`src/rtl/core/assert_macros.svh`:
```
// assertion macros for the packetizer rtl
`ifndef ASSERT_MACROS_SVH
`define ASSERT_MACROS_SVH

// property must hold on every clock edge outside reset
`define RTPFUA_ASSERT(name, clk, rst, prop) \
   name: assert property (@(posedge clk) disable iff (rst) (prop)) \
      else $error("rtpfua assertion failed");

// condition must never be seen outside reset
`define RTPFUA_NEVER(name, clk, rst, cond) \
   name: assert property (@(posedge clk) disable iff (rst) !(cond)) \
      else $error("rtpfua forbidden condition seen");

`endif

```
`src/rtl/core/rtpfua_pkg.sv`:
```
// types, constants and helpers for the rtp fu-a packetizer
package rtpfua_pkg;

   localparam int unsigned MAX_FRAME_BYTES = 4194304;

   localparam logic [10:0] MAX_PAYLOAD_LOW  = 11'd16;
   localparam logic [10:0] MAX_PAYLOAD_HIGH = 11'd1460;

   localparam logic [10:0] MAX_PAYLOAD_RESET  = 11'd1400;
   localparam logic [6:0]  PAYLOAD_TYPE_RESET = 7'd96;
   localparam logic [31:0] SSRC_RESET         = 32'd10;

   localparam logic [1:0] CSR_MAX_PAYLOAD  = 2'd0;
   localparam logic [1:0] CSR_PAYLOAD_TYPE = 2'd1;
   localparam logic [1:0] CSR_SSRC         = 2'd2;

   localparam logic [7:0] RTP_VERSION_BYTE = 8'h80;
   localparam logic [7:0] FU_NRI_MASK      = 8'hE0;
   localparam logic [7:0] FU_A_TYPE        = 8'd28;
   localparam logic [7:0] FU_TYPE_MASK     = 8'h1F;
   localparam logic [7:0] FU_START_BIT     = 8'h80;
   localparam logic [7:0] FU_END_BIT       = 8'h40;
   localparam logic [7:0] FU_KEEP_MASK     = 8'hBF;
   localparam logic [7:0] FU_CLEAR_MASK    = 8'h3F;

   // byte slots of one run
   localparam logic [3:0] IDX_VERSION  = 4'd0;
   localparam logic [3:0] IDX_PT       = 4'd1;
   localparam logic [3:0] IDX_SEQ_HI   = 4'd2;
   localparam logic [3:0] IDX_SEQ_LO   = 4'd3;
   localparam logic [3:0] IDX_TS_3     = 4'd4;
   localparam logic [3:0] IDX_TS_2     = 4'd5;
   localparam logic [3:0] IDX_TS_1     = 4'd6;
   localparam logic [3:0] IDX_TS_0     = 4'd7;
   localparam logic [3:0] IDX_SSRC_3   = 4'd8;
   localparam logic [3:0] IDX_SSRC_2   = 4'd9;
   localparam logic [3:0] IDX_SSRC_1   = 4'd10;
   localparam logic [3:0] IDX_SSRC_0   = 4'd11;
   localparam logic [3:0] IDX_FU_IND   = 4'd12;
   localparam logic [3:0] IDX_FU_HDR   = 4'd13;
   localparam logic [3:0] IDX_DATA     = 4'd14;

   typedef struct packed {
      logic [7:0]  data;
      logic        eop;
      logic        hdr;
      logic        fu;
      logic        marker;
      logic [15:0] seq;
      logic [31:0] ts;
      logic [7:0]  fu_ind;
      logic [7:0]  fu_hdr;
   } desc_type;

   function automatic logic [10:0] sat_payload(input logic [10:0] value);
      logic [10:0] result;
      result = value;
      if (value < MAX_PAYLOAD_LOW) begin
         result = MAX_PAYLOAD_LOW;
      end else if (value > MAX_PAYLOAD_HIGH) begin
         result = MAX_PAYLOAD_HIGH;
      end
      return result;
   endfunction

endpackage

```
`src/rtl/core/rtp_h264_fua_packetizer.sv`:
```
// top level of the rtp h.264 fu-a packetizer with its configuration registers
//
// req channel: one nal unit byte per item, with the frame size and rtp
// timestamp alongside; size and timestamp are taken on the first byte of a frame.
// rsp channel: one rtp packet stream byte per item, end_of_packet on the last
// byte of a packet and end_of_run on the last byte caused by an input item.
// csr port: write enable, index and data; 0 max payload, 1 payload type, 2 ssrc.
// a byte that opens a packet gives 13 result items, 15 when fragmented, and a
// byte inside a packet gives one; the first byte of a fragmented frame gives none.
// results leave through an output register one item per cycle while rsp_stall is
// low, so an input item holds the block while the serialiser walks the run
// descriptor. an accepted item is registered in the run descriptor register, its
// first result then in the output register. a new item is accepted in the cycle
// the last byte of the previous run enters the output register, so bytes inside a
// packet flow at one per cycle while not stalled. when the receiver stalls, the
// output register holds and req_stall rises once the pending run cannot advance.
// reset is synchronous and clears the control state; the sequence number restarts
// at one and registers return to their defaults.
module rtp_h264_fua_packetizer (
   input  logic        clock,
   input  logic        reset,
   input  logic        req_valid,
   output logic        req_stall,
   input  logic [7:0]  req_nal_byte,
   input  logic [22:0] req_frame_size,
   input  logic [31:0] req_frame_time,
   output logic        rsp_valid,
   input  logic        rsp_stall,
   output logic [7:0]  rsp_out_byte,
   output logic        rsp_end_of_packet,
   output logic        rsp_end_of_run,
   input  logic        csr_write_en,
   input  logic [1:0]  csr_index,
   input  logic [31:0] csr_data
);
   import rtpfua_pkg::*;

   logic [10:0] max_payload_ff;
   logic [6:0]  payload_type_ff;
   logic [31:0] ssrc_ff;

   logic        accept;
   logic        push;
   logic        free;
   desc_type    desc;

   always_ff @(posedge clock) begin
      if (reset) begin
         max_payload_ff  <= MAX_PAYLOAD_RESET;
         payload_type_ff <= PAYLOAD_TYPE_RESET;
         ssrc_ff         <= SSRC_RESET;
      end else if (csr_write_en) begin
         unique case (csr_index)
            CSR_MAX_PAYLOAD:  max_payload_ff  <= csr_data[10:0];
            CSR_PAYLOAD_TYPE: payload_type_ff <= csr_data[6:0];
            CSR_SSRC:         ssrc_ff         <= csr_data;
            default: begin
            end
         endcase
      end
   end

   assign req_stall = !free;
   assign accept    = req_valid && free;

   rtpfua_ctl u_ctl (
      .clock         (clock),
      .reset         (reset),
      .accept_i      (accept),
      .nal_byte_i    (req_nal_byte),
      .frame_size_i  (req_frame_size),
      .frame_time_i  (req_frame_time),
      .max_payload_i (max_payload_ff),
      .push_o        (push),
      .desc_o        (desc)
   );

   rtpfua_emit u_emit (
      .clock             (clock),
      .reset             (reset),
      .push_i            (push),
      .desc_i            (desc),
      .payload_type_i    (payload_type_ff),
      .ssrc_i            (ssrc_ff),
      .free_o            (free),
      .rsp_valid         (rsp_valid),
      .rsp_stall         (rsp_stall),
      .rsp_out_byte      (rsp_out_byte),
      .rsp_end_of_packet (rsp_end_of_packet),
      .rsp_end_of_run    (rsp_end_of_run)
   );

endmodule

```
`src/rtl/core/rtpfua_ctl.sv`:
```
// frame and packet state tracking, builds one run descriptor per item but an absorbed first byte
module rtpfua_ctl (
   input  logic                  clock,
   input  logic                  reset,
   input  logic                  accept_i,
   input  logic [7:0]            nal_byte_i,
   input  logic [22:0]           frame_size_i,
   input  logic [31:0]           frame_time_i,
   input  logic [10:0]           max_payload_i,
   output logic                  push_o,
   output rtpfua_pkg::desc_type  desc_o
);
   import rtpfua_pkg::*;

   logic [15:0] seq_ff, seq_in;
   logic        active_ff, active_in;
   logic [22:0] rem_ff, rem_in;
   logic [10:0] fill_ff, fill_in;
   logic        frag_ff, frag_in;
   logic [7:0]  fu_ind_ff, fu_ind_in;
   logic [7:0]  fu_hdr_ff, fu_hdr_in;
   logic [31:0] ts_ff, ts_in;

   logic [10:0] mp;
   logic [10:0] mp_frag;
   logic        first;
   logic [22:0] size;
   logic        frag_w;
   logic [22:0] rem_w;
   logic [10:0] fill_w;
   logic [31:0] ts_w;
   logic        absorb;
   logic        hdr;
   logic        last;
   logic [7:0]  fu_hdr_w;
   logic [10:0] fill_n;
   logic [22:0] rem_n;
   logic        eop;

   always_comb begin
      mp      = sat_payload(max_payload_i);
      mp_frag = mp - 11'd2;
      first   = !active_ff;

      size = frame_size_i;
      if (frame_size_i == 23'd0) begin
         size = 23'd1;
      end else if ({9'd0, frame_size_i} > 32'(MAX_FRAME_BYTES)) begin
         size = 23'(MAX_FRAME_BYTES);
      end

      frag_w = first ? (size > {12'd0, mp}) : frag_ff;
      rem_w  = first ? size : rem_ff;
      fill_w = first ? 11'd0 : fill_ff;
      ts_w   = first ? frame_time_i : ts_ff;
      absorb = first && frag_w;

      hdr      = (fill_w == 11'd0);
      last     = !frag_w || (rem_w <= {12'd0, mp_frag});
      fu_hdr_w = (fu_hdr_ff & FU_KEEP_MASK) | (last ? FU_END_BIT : 8'd0);

      fill_n = fill_w + 11'd1;
      rem_n  = (rem_w != 23'd0) ? rem_w - 23'd1 : 23'd0;
      eop    = (rem_n == 23'd0) || (frag_w && (fill_n >= mp_frag));

      seq_in    = seq_ff;
      active_in = active_ff;
      rem_in    = rem_ff;
      fill_in   = fill_ff;
      frag_in   = frag_ff;
      fu_ind_in = fu_ind_ff;
      fu_hdr_in = fu_hdr_ff;
      ts_in     = ts_ff;

      if (accept_i) begin
         if (absorb) begin
            // first byte of a fragmented frame sets up the fu bytes and frame state, no descriptor
            fu_ind_in = (nal_byte_i & FU_NRI_MASK) | FU_A_TYPE;
            fu_hdr_in = FU_START_BIT | (nal_byte_i & FU_TYPE_MASK);
            active_in = 1'b1;
            rem_in    = size - 23'd1;
            frag_in   = 1'b1;
            fill_in   = 11'd0;
            ts_in     = frame_time_i;
         end else begin
            ts_in = ts_w;
            if (hdr) begin
               seq_in = seq_ff + 16'd1;
            end
            if (hdr && frag_w) begin
               fu_hdr_in = fu_hdr_w & FU_CLEAR_MASK;
            end
            fill_in   = eop ? 11'd0 : fill_n;
            rem_in    = rem_n;
            active_in = (rem_n != 23'd0);
            frag_in   = (rem_n != 23'd0) && frag_w;
         end
      end

      push_o        = accept_i && !absorb;
      desc_o.data   = nal_byte_i;
      desc_o.eop    = eop;
      desc_o.hdr    = hdr;
      desc_o.fu     = frag_w;
      desc_o.marker = last;
      desc_o.seq    = seq_ff;
      desc_o.ts     = ts_w;
      desc_o.fu_ind = fu_ind_ff;
      desc_o.fu_hdr = fu_hdr_w;
   end

   always_ff @(posedge clock) begin
      if (reset) begin
         seq_ff    <= 16'd1;
         active_ff <= 1'b0;
         rem_ff    <= 23'd0;
         fill_ff   <= 11'd0;
         frag_ff   <= 1'b0;
         fu_ind_ff <= 8'd0;
         fu_hdr_ff <= 8'd0;
         ts_ff     <= 32'd0;
      end else begin
         seq_ff    <= seq_in;
         active_ff <= active_in;
         rem_ff    <= rem_in;
         fill_ff   <= fill_in;
         frag_ff   <= frag_in;
         fu_ind_ff <= fu_ind_in;
         fu_hdr_ff <= fu_hdr_in;
         ts_ff     <= ts_in;
      end
   end

endmodule

```
`src/rtl/core/rtpfua_emit.sv`:
```
// run descriptor register and byte serialiser with registered result
`include "assert_macros.svh"

module rtpfua_emit (
   input  logic                  clock,
   input  logic                  reset,
   input  logic                  push_i,
   input  rtpfua_pkg::desc_type  desc_i,
   input  logic [6:0]            payload_type_i,
   input  logic [31:0]           ssrc_i,
   output logic                  free_o,
   output logic                  rsp_valid,
   input  logic                  rsp_stall,
   output logic [7:0]            rsp_out_byte,
   output logic                  rsp_end_of_packet,
   output logic                  rsp_end_of_run
);
   import rtpfua_pkg::*;

   desc_type    desc_ff, desc_in;
   logic        desc_valid_ff, desc_valid_in;
   logic [3:0]  idx_ff, idx_in;
   logic        rsp_valid_ff, rsp_valid_in;
   logic [7:0]  byte_ff, byte_in;
   logic        eop_ff, eop_in;
   logic        run_ff, run_in;

   logic        load;
   logic        done;
   logic [3:0]  idx_next;
   logic [7:0]  sel_byte;

   always_comb begin
      unique case (idx_ff)
         IDX_VERSION: sel_byte = RTP_VERSION_BYTE;
         IDX_PT:      sel_byte = {desc_ff.marker, payload_type_i};
         IDX_SEQ_HI:  sel_byte = desc_ff.seq[15:8];
         IDX_SEQ_LO:  sel_byte = desc_ff.seq[7:0];
         IDX_TS_3:    sel_byte = desc_ff.ts[31:24];
         IDX_TS_2:    sel_byte = desc_ff.ts[23:16];
         IDX_TS_1:    sel_byte = desc_ff.ts[15:8];
         IDX_TS_0:    sel_byte = desc_ff.ts[7:0];
         IDX_SSRC_3:  sel_byte = ssrc_i[31:24];
         IDX_SSRC_2:  sel_byte = ssrc_i[23:16];
         IDX_SSRC_1:  sel_byte = ssrc_i[15:8];
         IDX_SSRC_0:  sel_byte = ssrc_i[7:0];
         IDX_FU_IND:  sel_byte = desc_ff.fu_ind;
         IDX_FU_HDR:  sel_byte = desc_ff.fu_hdr;
         default:     sel_byte = desc_ff.data;
      endcase

      if (idx_ff == IDX_SSRC_0) begin
         idx_next = desc_ff.fu ? IDX_FU_IND : IDX_DATA;
      end else begin
         idx_next = idx_ff + 4'd1;
      end

      load   = desc_valid_ff && (!rsp_valid_ff || !rsp_stall);
      done   = load && (idx_ff == IDX_DATA);
      free_o = !desc_valid_ff || done;

      desc_in       = push_i ? desc_i : desc_ff;
      desc_valid_in = push_i || (desc_valid_ff && !done);
      if (push_i) begin
         idx_in = desc_i.hdr ? IDX_VERSION : IDX_DATA;
      end else if (load) begin
         idx_in = idx_next;
      end else begin
         idx_in = idx_ff;
      end

      rsp_valid_in = load || (rsp_valid_ff && rsp_stall);
      byte_in      = load ? sel_byte : byte_ff;
      eop_in       = load ? (done && desc_ff.eop) : eop_ff;
      run_in       = load ? done : run_ff;
   end

   always_ff @(posedge clock) begin
      if (reset) begin
         desc_valid_ff <= 1'b0;
         idx_ff        <= IDX_VERSION;
         rsp_valid_ff  <= 1'b0;
      end else begin
         desc_valid_ff <= desc_valid_in;
         idx_ff        <= idx_in;
         rsp_valid_ff  <= rsp_valid_in;
      end
      desc_ff <= desc_in;
      byte_ff <= byte_in;
      eop_ff  <= eop_in;
      run_ff  <= run_in;
   end

   assign rsp_valid         = rsp_valid_ff;
   assign rsp_out_byte      = byte_ff;
   assign rsp_end_of_packet = eop_ff;
   assign rsp_end_of_run    = run_ff;

   `RTPFUA_ASSERT(a_eop_ends_run, clock, reset, (rsp_valid_ff && eop_ff) |-> run_ff)
   `RTPFUA_ASSERT(a_push_when_free, clock, reset, push_i |-> free_o)
   `RTPFUA_NEVER(a_idx_range, clock, reset, desc_valid_ff && (idx_ff > IDX_DATA))

endmodule
```
`config.mk`:
```
export PLATFORM = sky130hd
export DESIGN_NAME = rtp_h264_fua_packetizer
export DESIGN_NICKNAME = d
export VERILOG_FILES = /design/src/rtl/core/rtpfua_pkg.sv /design/src/rtl/core/rtp_h264_fua_packetizer.sv /design/src/rtl/core/rtpfua_ctl.sv /design/src/rtl/core/rtpfua_emit.sv
export VERILOG_INCLUDE_DIRS = /design/src /design/src/rtl/core
export SDC_FILE = /design/constraint.sdc
export NUM_CORES = 1
export LEC_CHECK = 0
export ABC_AREA = 1
export BUFFER_PORTS_ARGS = -buffer_cell sky130_fd_sc_hd__buf_2
export CAP_MARGIN = 0
export CORE_ASPECT_RATIO = 1.2
export CORE_MARGIN = 1.5
export CORE_UTILIZATION = 25
export CTS_CLUSTER_SIZE = 20
export DETAILED_ROUTE_END_ITERATION = 8
export PLACE_DENSITY_LB_ADDON = 0.15
export SYNTH_ARGS = -nofsm -noshare
export SYNTH_HDL_FRONTEND = slang
export SYNTH_HIERARCHICAL = 1
export SYNTH_SLANG_ARGS = --single-unit
```
`constraint.sdc`:
```
create_clock -name clock -period 6.2 [get_ports clock]
set_input_delay 1.24 -clock clock [delete_from_list [all_inputs] [get_ports clock]]
set_output_delay 1.24 -clock clock [all_outputs]
set_load 0.02 [all_outputs]
```
==> flow_metrics.py <==
metrics = {
    "status": {
        "status": "completed",
    },
    "timing": {
        "fin_hold_ws_ns": 0.428,
        "slew_headroom_pct": 28.0,
        "rsz0062_at_grt": "false",
        "finalSetupViolCount": 0,
        "tightest_slew_ns": 1.08,
        "period_needed_ns": 4.75,
        "finalSetupTns_ns": 0,
        "max_freq_mhz": 210,
        "hold_violations": 0,
        "maxSlewViolCount": 0,
        "fin_worst_skew_ns": 0.0102,
        "timing.final.crit_share_pct": 76.6,
    },
    "setup_path": {
        "required_ns": 6.63,
        "worst-path-max-fanout": 39,
        "worst-setup-path-type": "input port to flop",
        "start_kind": "input port",
        "cp.arrival_ns": 5.19,
        "crit_path_end_kind": "flop",
    },
    "power": {
        "p_leak_nw": 7.23,
        "powerDensity_mw_per_mm2": 268,
        "peakVddDrop_mv": 0.197,
    },
    "grt": {
        "grt_pass1_wl_um": 68400,
        "antenna_found_initial": 0,
        "grt_max_degree": 100,
        "grt_pass1_vias": 11837,
        "track_usage_pct": 15.6,
        "gr-total-overflow": 0,
    },
    "detailed_routing": {
        "first_pass_iters": 5,
        "ant_nets": 0,
        "detail_route.iter0.violations": 664,
        "vias": 12205,
        "vias_per_cell": 4.49,
        "drt_wl_total_um": 44500,
        "drc": 0,
        "routedWlPerCell_um": 16.4,
    },
    "synth": {
        "seq_area_frac_synth_pct": 40.6,
        "synth_fa_ha_area_share_pct": 3.39,
        "yosys_register_bits": 235,
        "yosys.area_share.simple_pct": 33.7,
        "synth_cells": 1923,
        "syn_area_mm2": 0.0137,
        "synthArstFlopShare_pct": 0,
        "synth-edff-count": 85,
        "synthMuxAreaShare_pct": 0,
        "synth_top_family_by_area": "simple AND/OR/NAND/NOR gates",
        "synth-xor-area-share_pct": 2.18,
        "ys.flop_type": "dfxtp_1",
        "ys_types": 45,
        "ys_warn_count": 6,
        "avgSynthCellArea_um2": 7.11,
        "synth_compound_area_share_pct": 8.99,
    },
    "clock_network": {
        "numClockSinks": 235,
        "ctsResizeCount": 0,
        "hold_buffers": 0,
        "clk_pin_slew_ns": 0.07,
        "htree_levels": 1,
        "clk_latency_ns": 0.57,
        "tritoncts": "done",
        "cts_setup_buffers": 0,
        "cts_buffers": 29,
        "root_buffer": "clkbuf_16",
        "clk_path_buf_depth": 3,
    },
    "run": {
        "drv_cap": 0,
    },
    "die": {
        "die_h_um": 259,
        "coreArea_mm2": 0.0539,
        "std_cell_rows": 93,
        "die_width_um": 216,
        "start_util_pct": 25.4,
        "ioPinCount": 114,
        "die_area_mm2": 0.0561,
    },
    "place": {
        "dpl.hpwl_um": 33200,
        "io_buffer_count": 113,
        "gp_congestion": 0.849,
    },
    "layout": {
        "layout_common_cells": "nand2_1, nor2_1, inv_1, nand3_1, dfxtp_1",
        "nets": 2119,
        "synthToLayoutAreaGrowth_pct": 14.6,
        "fillers": 5958,
        "drive_above_1_share_pct": 12.8,
        "final_common_cell": "nand2_1",
    },
    "min_path": {
        "min_path_type": "flop to flop",
    },
}
-- worst max-delay path, cell delays in order --
cell and delay (ns):
buf_2 0.12, nor2_1 0.09, nand2_1 0.06, nor2_1 0.26, nand3_2 0.11, nand2_2 0.51, nand2_1 0.25, inv_1 0.15
ha_1 0.17, nand2_1 0.07, o21ai_0 0.16, a21oi_1 0.11, o2111ai_1 0.19, a21o_1 0.26, nand2_1 0.12, nand2_1 0.13
clkinv_2 0.34, inv_1 0.30, nor2_1 0.08, a21oi_1 0.26, nand2_1 0.08, nand2_1 0.06, a21oi_1 0.04
-- where the power goes --
part	leakage (nW)	switching, W	internal [W]
clock	0.486	0.000733	0.00107
sequential	2.02	0.0000457	0.00170
combinational	4.72	0.000463	0.000193
total	7.23	0.00124	0.00296
-- cell type report --
type	instances	area [µm²]	share of cell area, %
inverters	240	902	5.76
diodes	1	2.50	0.0160
repair buffers	129	698	4.46
clock inverters	24	279	1.78
clock buffers	30	729	4.66
flip-flops and latches	235	5560	35.5
multi-input cells	1345	6610	42.2
well taps	712	891	5.69
-- cells in the mapped netlist, types with 21 or more instances --
library cell / n / share of area, %
nor2_1: 231 / 6.3
nand2_1: 507 / 14
edfxtp_1: 85 / 19
clkbuf_1: 45 / 1.2
inv_1: 229 / 6.3
a21oi_1: 82 / 3.0
xor2_1: 21 / 1.3
nand4_1: 77 / 3.5
buf_4: 32 / 1.8
dfxtp_1: 150 / 22
ha_1: 37 / 3.4
nand3_1: 153 / 5.6
o21ai_0: 95 / 3.5
-- path summary, 6_finish.rpt --
| check | slack [ns] | start | cells after the start | endpoint |
|---|---|---|---|---|
| hold / removal | 0.43 | u_ctl/fu_hdr_ff[4]$_SDFFE_PP0P_ | 0 | u_emit/desc_ff[4]$_DFFE_PP_ |
| hold reg to reg | 0.43 | u_ctl/fu_hdr_ff[4]$_SDFFE_PP0P_ | 0 | u_emit/desc_ff[4]$_DFFE_PP_ |
| setup reg to reg | 1.64 | max_payload_ff[10]$_SDFFE_PP1P_ | 20 | u_emit/desc_ff[67]$_DFFE_PP_ |
| setup / recovery | 1.45 | req_frame_size[3] | 23 | u_emit/idx_ff[2]$_SDFFE_PP0P_ |
-- through the flow --
step           utilization [%]  area (µm²)  setup slack, ns  instances  power, W
2_1_floorplan                -       13700             1.52       1925   0.00222
3_3_place_gp              27.2       14700             1.07       2661   0.00243
3_5_place_dp              27.2       14700            0.886       2661   0.00244
4_1_cts                   29.1       15700             1.47       2715   0.00427
5_1_grt                   29.1       15700            0.953       2715   0.00441
6_report                  29.1       15700             1.45       2716   0.00420
-- sequential cells by signal, summed over array words and instances, names as in the netlist, 4 cells and up --
register	count
max_payload_ff	11
u_ctl/seq_ff	16
u_ctl/rem_ff	23
u_ctl/fu_ind_ff	4
payload_type_ff	7
u_ctl/ts_ff	32
u_ctl/fill_ff	11
u_emit/idx_ff	4
u_emit/rsp_out_byte	8
u_ctl/fu_hdr_ff	6
u_emit/desc_ff	75
ssrc_ff	32
-- metal layers --
metal | vias to the layer above | global-route usage (%) | share of wire [%]
li1 | 6341 | - | -
met1 | 5608 | 18.5 | 42
met2 | 194 | 29.2 | 51
met3 | 62 | 1.64 | 2.9
met4 | 0 | 5.34 | 3.2
met5 | - | 0 | 0
-- logic make-up after synthesis --
logic type      Yosys count
xor+xnor                 34
flops                   235
buf+inv                 345
simple gates           1045
other cells               1
compound gates          226
fa+ha+maj                37
(Power assumes the default switching activity.)
